**config.mk**
```make
export PLATFORM = sky130hd
export DESIGN_NAME = prime_test_trial_division
export DESIGN_NICKNAME = d
export VERILOG_FILES = /design/src/design/ptd_pkg.sv /design/src/design/ptd_divider.sv /design/src/design/prime_test_trial_division.sv
export VERILOG_INCLUDE_DIRS = /design/src /design/src/design
export SDC_FILE = /design/constraint.sdc
export NUM_CORES = 1
export LEC_CHECK = 0
export ABC_AREA = 0
export BUFFER_PORTS_ARGS = -buffer_cell sky130_fd_sc_hd__buf_2
export CAP_MARGIN = 20
export CORE_AREA = 2 2 166 289
export CTS_BUF_LIST = sky130_fd_sc_hd__clkbuf_16
export DETAILED_ROUTE_END_ITERATION = 8
export DIE_AREA = 0 0 168 291
export GPL_ROUTABILITY_DRIVEN = 0
export PLACE_DENSITY = 0.39
export SLEW_MARGIN = 40
export SYNTH_ARGS = -nofsm -noshare
export SYNTH_HDL_FRONTEND = slang
export SYNTH_SLANG_ARGS = --single-unit
```
**constraint.sdc**
```tcl
create_clock -name i_clk -period 15.62 [get_ports i_clk]
set_clock_uncertainty 0.15 [all_clocks]
set_input_delay 0 -clock i_clk [delete_from_list [all_inputs] [get_ports i_clk]]
set_output_delay 0 -clock i_clk [all_outputs]
set_load 0.01 [all_outputs]
```
**src/design/prime_test_trial_division_macros.svh**
```systemverilog
// assertion macros for the asserting file, prime_test_trial_division
`ifndef PRIME_TEST_TRIAL_DIVISION_MACROS_SVH
`define PRIME_TEST_TRIAL_DIVISION_MACROS_SVH

`ifndef SYNTHESIS
// checked only out of reset
`define PTD_ASSERT(lbl, clk, rst_n, prop, msg) \
    lbl: assert property (@(posedge clk) disable iff (!rst_n) prop) else $error(msg);
// checked at every edge, reset included
`define PTD_ASSERT_ALWAYS(lbl, clk, prop, msg) \
    lbl: assert property (@(posedge clk) prop) else $error(msg);
`else
`define PTD_ASSERT(lbl, clk, rst_n, prop, msg)
`define PTD_ASSERT_ALWAYS(lbl, clk, prop, msg)
`endif

`endif

```
**src/design/ptd_pkg.sv**
```systemverilog
package ptd_pkg;

    // sequencer states
    typedef enum logic [1:0] {
        S_IDLE,
        S_START,
        S_WAIT,
        S_DONE
    } t_state;

    localparam int FIRST_DIVISOR = 3;
    localparam int DIVISOR_STEP  = 2;
    localparam int SMALLEST_PRIME = 2;

endpackage

```
**src/design/ptd_divider.sv**
```systemverilog
module ptd_divider #(
    parameter int DATA_WIDTH = 32
) (
    input  logic                  i_clk,
    input  logic                  i_rst_n,
    input  logic                  i_start,
    input  logic [DATA_WIDTH-1:0] i_dividend,
    input  logic [DATA_WIDTH-1:0] i_divisor,
    output logic                  o_done,
    output logic [DATA_WIDTH-1:0] o_quotient,
    output logic                  o_rem_zero
);

    localparam int CW = (DATA_WIDTH > 1) ? $clog2(DATA_WIDTH) : 1;

    logic                  r_busy;
    logic                  r_done;
    logic [CW-1:0]         r_cnt;
    logic [DATA_WIDTH-1:0] r_rem;
    logic [DATA_WIDTH-1:0] r_quo;
    logic [DATA_WIDTH-1:0] r_div;

    logic [DATA_WIDTH:0]   w_shift;
    logic [DATA_WIDTH:0]   w_diff;
    logic                  w_fits;

    // one restoring radix-2 step per cycle while busy
    assign w_shift = {r_rem, r_quo[DATA_WIDTH-1]};
    assign w_diff  = w_shift - {1'b0, r_div};
    assign w_fits  = (w_shift >= {1'b0, r_div});

    always_ff @(posedge i_clk) begin
        if (!i_rst_n) begin
            r_busy <= 1'b0;
            r_done <= 1'b0;
        end else begin
            r_done <= r_busy && (r_cnt == '0);
            if (i_start) begin
                r_busy <= 1'b1;
            end else if (r_busy && (r_cnt == '0)) begin
                r_busy <= 1'b0;
            end
        end
    end

    always_ff @(posedge i_clk) begin
        if (i_start) begin
            r_rem <= '0;
            r_quo <= i_dividend;
            r_div <= i_divisor;
            r_cnt <= CW'(DATA_WIDTH - 1);
        end else if (r_busy) begin
            r_rem <= w_fits ? w_diff[DATA_WIDTH-1:0] : w_shift[DATA_WIDTH-1:0];
            r_quo <= {r_quo[DATA_WIDTH-2:0], w_fits};
            r_cnt <= r_cnt - 1'b1;
        end
    end

    assign o_done     = r_done;
    assign o_quotient = r_quo;
    assign o_rem_zero = (r_rem == '0);

endmodule

```
**src/design/prime_test_trial_division.sv**
```systemverilog
// values settled without division (zero, most negative, magnitudes up to 3, even
// magnitudes) go from idle straight to the done state; otherwise the shared divider
// runs once per odd trial divisor, up to about 23170 divisors for DATA_WIDTH = 32
// one item at a time: a new item is taken only after the result enters the output register
// reset: synchronous, active low; sequencer idle and no result pending
module prime_test_trial_division #(
    parameter int DATA_WIDTH = 32
) (
    input  logic                         i_clk,
    input  logic                         i_rst_n,
    input  logic                         i_in_valid,
    output logic                         o_in_stall,
    input  logic signed [DATA_WIDTH-1:0] i_value,
    output logic                         o_out_valid,
    input  logic                         i_out_stall,
    output logic                         o_prime_flag
);

    import ptd_pkg::*;

    `include "prime_test_trial_division_macros.svh"

    // sequencer state
    t_state r_state;
    t_state n_state;

    // trial division working registers
    logic [DATA_WIDTH-1:0] r_n;
    logic [DATA_WIDTH-1:0] n_n;
    logic [DATA_WIDTH-1:0] r_d;
    logic [DATA_WIDTH-1:0] n_d;
    logic [DATA_WIDTH-1:0] r_q;
    logic [DATA_WIDTH-1:0] n_q;
    logic                  r_res;
    logic                  n_res;

    // output register, parts the sequencer from the consumer
    logic                  r_out_valid;
    logic                  n_out_valid;
    logic                  r_prime_flag;
    logic                  n_prime_flag;

    logic                  w_accept;
    logic                  w_out_free;
    logic [DATA_WIDTH-1:0] w_mag;
    logic                  w_trivial;
    logic                  w_trivial_res;
    logic                  w_d_le_q;

    logic                  div_start;
    logic                  div_done;
    logic [DATA_WIDTH-1:0] div_quo;
    logic                  div_rem_zero;

    assign o_in_stall = (r_state != S_IDLE);
    assign w_accept   = i_in_valid && !o_in_stall;
    assign w_out_free = !r_out_valid || !i_out_stall;

    // magnitude; the most negative value maps onto itself, which is even and
    // so gives false, and zero falls under the small magnitudes
    assign w_mag = i_value[DATA_WIDTH-1] ? (~i_value + 1'b1) : i_value;

    // small magnitudes and even magnitudes need no division
    assign w_trivial     = (w_mag <= DATA_WIDTH'(FIRST_DIVISOR)) || !w_mag[0];
    assign w_trivial_res = (w_mag >= DATA_WIDTH'(SMALLEST_PRIME))
                        && (w_mag <= DATA_WIDTH'(FIRST_DIVISOR));

    // loop condition: keep trying while divisor does not exceed last quotient
    assign w_d_le_q = (r_d <= r_q);

    // the one shared divider, reused for every trial divisor
    ptd_divider #(
        .DATA_WIDTH (DATA_WIDTH)
    ) u_divider (
        .i_clk      (i_clk),
        .i_rst_n    (i_rst_n),
        .i_start    (div_start),
        .i_dividend (r_n),
        .i_divisor  (r_d),
        .o_done     (div_done),
        .o_quotient (div_quo),
        .o_rem_zero (div_rem_zero)
    );

    // next state
    always_comb begin
        n_state = r_state;
        case (r_state)
            S_IDLE: begin
                if (w_accept) begin
                    n_state = w_trivial ? S_DONE : S_START;
                end
            end
            S_START: begin
                // divisors exhausted means prime
                n_state = w_d_le_q ? S_WAIT : S_DONE;
            end
            S_WAIT: begin
                if (div_done) begin
                    n_state = div_rem_zero ? S_DONE : S_START;
                end
            end
            S_DONE: begin
                if (w_out_free) begin
                    n_state = S_IDLE;
                end
            end
            default: begin
                n_state = S_IDLE;
            end
        endcase
    end

    // sequencer outputs and datapath updates
    always_comb begin
        div_start    = 1'b0;
        n_n          = r_n;
        n_d          = r_d;
        n_q          = r_q;
        n_res        = r_res;
        n_out_valid  = r_out_valid;
        n_prime_flag = r_prime_flag;
        case (r_state)
            S_IDLE: begin
                if (w_accept) begin
                    n_n   = w_mag;
                    n_d   = DATA_WIDTH'(FIRST_DIVISOR);
                    n_q   = w_mag;
                    n_res = w_trivial_res;
                end
            end
            S_START: begin
                div_start = w_d_le_q;
                if (!w_d_le_q) begin
                    n_res = 1'b1;
                end
            end
            S_WAIT: begin
                if (div_done) begin
                    if (div_rem_zero) begin
                        // exact division found a factor
                        n_res = 1'b0;
                    end else begin
                        n_q = div_quo;
                        n_d = r_d + DATA_WIDTH'(DIVISOR_STEP);
                    end
                end
            end
            S_DONE: begin
            end
            default: begin
            end
        endcase

        // output register: load the finished result, or empty when taken
        if (w_out_free) begin
            n_out_valid = (r_state == S_DONE);
            if (r_state == S_DONE) begin
                n_prime_flag = r_res;
            end
        end
    end

    always_ff @(posedge i_clk) begin
        if (!i_rst_n) begin
            r_state     <= S_IDLE;
            r_out_valid <= 1'b0;
        end else begin
            r_state     <= n_state;
            r_out_valid <= n_out_valid;
        end
    end

    always_ff @(posedge i_clk) begin
        r_n          <= n_n;
        r_d          <= n_d;
        r_q          <= n_q;
        r_res        <= n_res;
        r_prime_flag <= n_prime_flag;
    end

    assign o_out_valid  = r_out_valid;
    assign o_prime_flag = r_prime_flag;

    // trial divisors are always odd while a division is under way
    `PTD_ASSERT(a_divisor_odd, i_clk, i_rst_n, ((r_state == S_START) || (r_state == S_WAIT)) |-> r_d[0], "even trial divisor")
    // the divider only finishes while the sequencer waits for it
    `PTD_ASSERT(a_done_in_wait, i_clk, i_rst_n, div_done |-> (r_state == S_WAIT), "divider finished outside wait")
    // a new result comes only from the done state
    `PTD_ASSERT(a_result_source, i_clk, i_rst_n, $rose(o_out_valid) |-> ($past(r_state) == S_DONE), "result without done state")
    // reset empties the output register
    `PTD_ASSERT_ALWAYS(a_reset_clears, i_clk, !i_rst_n |=> !o_out_valid, "output valid after reset")

endmodule
```
==> flow_summary_export.csv <==
group,metric,value,unit
floorplan,initial_utilization,0.257,
timing,relSlewSlack,0.435,
clock_network,path_clk_slew,0.07,ns
placement,place_inst,1750,
run,drv_cap,0,
clock_network,htree_levels,1,
synthesis,synth_most_common_cell,"edfxtp_1",
timing,fmax,0.203,GHz
clock_network,holdBufCountCts,44,
finish,post_route_cells_drive_above_1_share,0.135,
grt,grt_usage,0.137,
synthesis,ys_warn_count,0,
timing,hold_ws,0.0158,ns
grt,grt_overflow,0,
finish,fill_cells,4811,
floorplan,num_io_pins,39,
synthesis,synth_common_cells,"160 x edfxtp_1, 94 x nand2_1, 78 x nor2_1",
critical_path,crit_family,"simple AND/OR/NAND/NOR gates",
placement,hpwl,25400,µm
clock_network,cts_buffers,22,
critical_path,worst-setup-path-type,"flip-flop to flip-flop",
finish,diodes,0,
synthesis,syn_inst,1153,
finish,fin_cells,1834,
clock_network,clock_sinks,202,
critical_path,endpoint_kind,"flip-flop",
floorplan,fp.coreArea,0.0466,mm²
power_and_ir_drop,power,3.01,mW
synthesis,syn_area,0.0120,mm²
route,vias_per_cell,4.84,
synthesis,synth_top_flop_cell,"edfxtp_1",
timing,worstMarginPinSlew,0.848,ns
critical_path,critical_path.max_stage_delay,0.64,ns
synthesis,syn_area_per_cell,10.4,µm²
floorplan,dieArea,0.0489,mm²
grt,grt_max_degree,66,
route,antenna_left,0,
critical_path,cp_num_buf_inv,3,
status,outcome,"completed",
route,totalWireLength,33700,µm
grt,antenna_found_initial,0,
power_and_ir_drop,p_leak,5.22,nW
finish,fin_nets,1337,
clock_network,cts_root_buf,"clkbuf_16",
floorplan,fp.dieH,291,µm
synthesis,ys_ff_latch,202,
power_and_ir_drop,max-vdd-ir-drop,0.0890,mV
route,drt_iter0_drc,290,
critical_path,cp_common_cell,"buf_4",
clock_network,post_cts_buffers,0,
finish,syn2layout_area_growth,16.9,%
hold_path,hold_path.class,"input port to flip-flop",
power_and_ir_drop,power_density,215,mW/mm²
placement,io_buffers,38,
route,routedWlPerCell,18.4,µm
synthesis,synthDistinctLibCells,70,
clock_network,cts_tree,"done",
timing,hold_violations,0,
timing,fin_crit,4.91,ns
critical_path,crit_chain,"ha_1 > nand4_1 > nor4_1 > o21ai_0 > a21oi_1 > o31ai_1 > nand2_2 > buf_4 > inv_1 > buf_4 > a311oi_1",
synthesis,yosysSeqAreaShare,0.472,
timing,final-setup-viol-count,0,
critical_path,cp.required,15.90,ns
timing,post-route-period-util,0.315,
critical_path,worstPathArrival,5.19,ns
clock_network,clock_path_buffers,3,
synthesis,syn_nets,1260,
grt,grt_pass1_vias,9126,
critical_path,slowest_stage,"nand2_2",
route,vias,8869,
timing,slew_violations,0,
timing,setup_tns,0,ns
synthesis,netlist_top_cells_area,"edfxtp_1 40%, ha_1 7.3%, dfxtp_1 7.0%",
floorplan,placementRows,105,
synthesis,synth_edf_count,160,
synthesis,yosysTopAreaCell,"edfxtp_1",
clock_network,ctsResizeCount,0,
critical_path,critPathMaxFanout,38,
timing,rsz0062_at_grt,"no",
synthesis,synthArstFlopShare,0,
critical_path,cp-start-kind,"flip-flop",
clock_network,clk_latency,0.53,ns
route,drtPass1Iterations,5,
grt,grt_pass1_wl,52300,µm
synthesis,synth_top_cell_area_share,0.401,
route,drc,0,
floorplan,die_x,168,µm
[sequential cells by signal (all words and copies together), names as in the netlist]
name / flops
r_d: 31
r_n: 32
u_divider.r_busy: 1
o_prime_flag: 1
u_divider.o_done: 1
r_res: 1
r_state: 2
u_divider.r_div: 31
u_divider.r_cnt: 5
o_out_valid: 1
r_q: 32
u_divider.r_rem: 32
u_divider.o_quotient: 32
[logic make-up after synthesis]
logic type	after synthesis	share of synthesized area
AOI/OAI and AO/OA	258	0.137
muxes	84	0.0773
buffers and inverters	117	0.0375
DFF	202	0.472
and+or+nand+nor	342	0.144
xor gates and xnor gates	79	0.0578
adders and majority gates	71	0.0748
[area by class of cell]
| class | instances | area (µm²) | area share |
|---|---|---|---|
| multi-input cells | 834 | 5930 | 0.424 |
| clock buffers | 23 | 576 | 0.0411 |
| flip-flops and latches | 202 | 5650 | 0.404 |
| clock inverters | 17 | 105 | 0.00751 |
| repair buffers | 92 | 709 | 0.0507 |
| inverters | 78 | 293 | 0.0209 |
| well taps | 588 | 736 | 0.0526 |
[stage by stage]
step / utilization / area [µm²] / setup slack (ns)
detailed placement: 0.276 / 12900 / 10.55
finish: 0.300 / 14000 / 10.71
global route: 0.300 / 14000 / 10.38
CTS: 0.300 / 14000 / 10.53
global placement: 0.275 / 12800 / 10.54
floorplan: - / 12000 / 9.13
[final timing paths]
path	start	to	slack, ns	cells after the start
setup reg to reg	r_d[23]	u_divider.r_rem[15]	10.71	11
hold reg to reg	r_res	o_prime_flag	0.29	0
hold / removal	i_in_valid	r_res	0.02	3
setup / recovery	r_d[23]	u_divider.r_rem[15]	10.71	11
[worst reg2reg max path, delay by kind of cell, from the launching register on]
kind | cells | cell delay, ns
fa+ha+maj | 1 | 0.36
compound gates | 4 | 1.02
simple gates | 3 | 1.40
buf+inv | 3 | 1.41
flops | 1 | 0.50
[layout by cell type, fill, tap and decap left out, types with 9 or more instances in the layout]
master           n
a21o_1          19
a21oi_1         61
a31oi_1         23
and2_1           9
buf_2           38
buf_4            9
clkbuf_16       23
dfxtp_1         41
dlygate4sd3_1   44
edfxtp_1       160
ha_1            70
inv_1           81
mux2_2          67
mux2i_1         17
nand2_1         93
nand2b_1         9
nand3_1         31
nand4_1         27
nor2_1          78
nor3_1          20
nor4_1          12
o21ai_0         70
o31ai_1         10
or3_1           11
xnor2_1         49
xor2_1          30
[power by group]
part	internal, mW	switching [mW]
Combinational	0.557	0.855
Sequential	0.918	0.171
Clock	0.283	0.227
Total	1.76	1.25
[metal layers]
| metal | GRT usage | up-vias | share of wire | wire length, µm |
|---|---|---|---|---|
| li1 | - | 4427 | - | - |
| met1 | 0.137 | 4251 | 0.37 | 12600 |
| met2 | 0.277 | 129 | 0.56 | 18900 |
| met3 | 0.0121 | 62 | 0.020 | 677 |
| met4 | 0.0626 | 0 | 0.045 | 1500 |
| met5 | 0 | - | 0 | 0 |
Note: power is estimated with default switching activity, not from simulation.
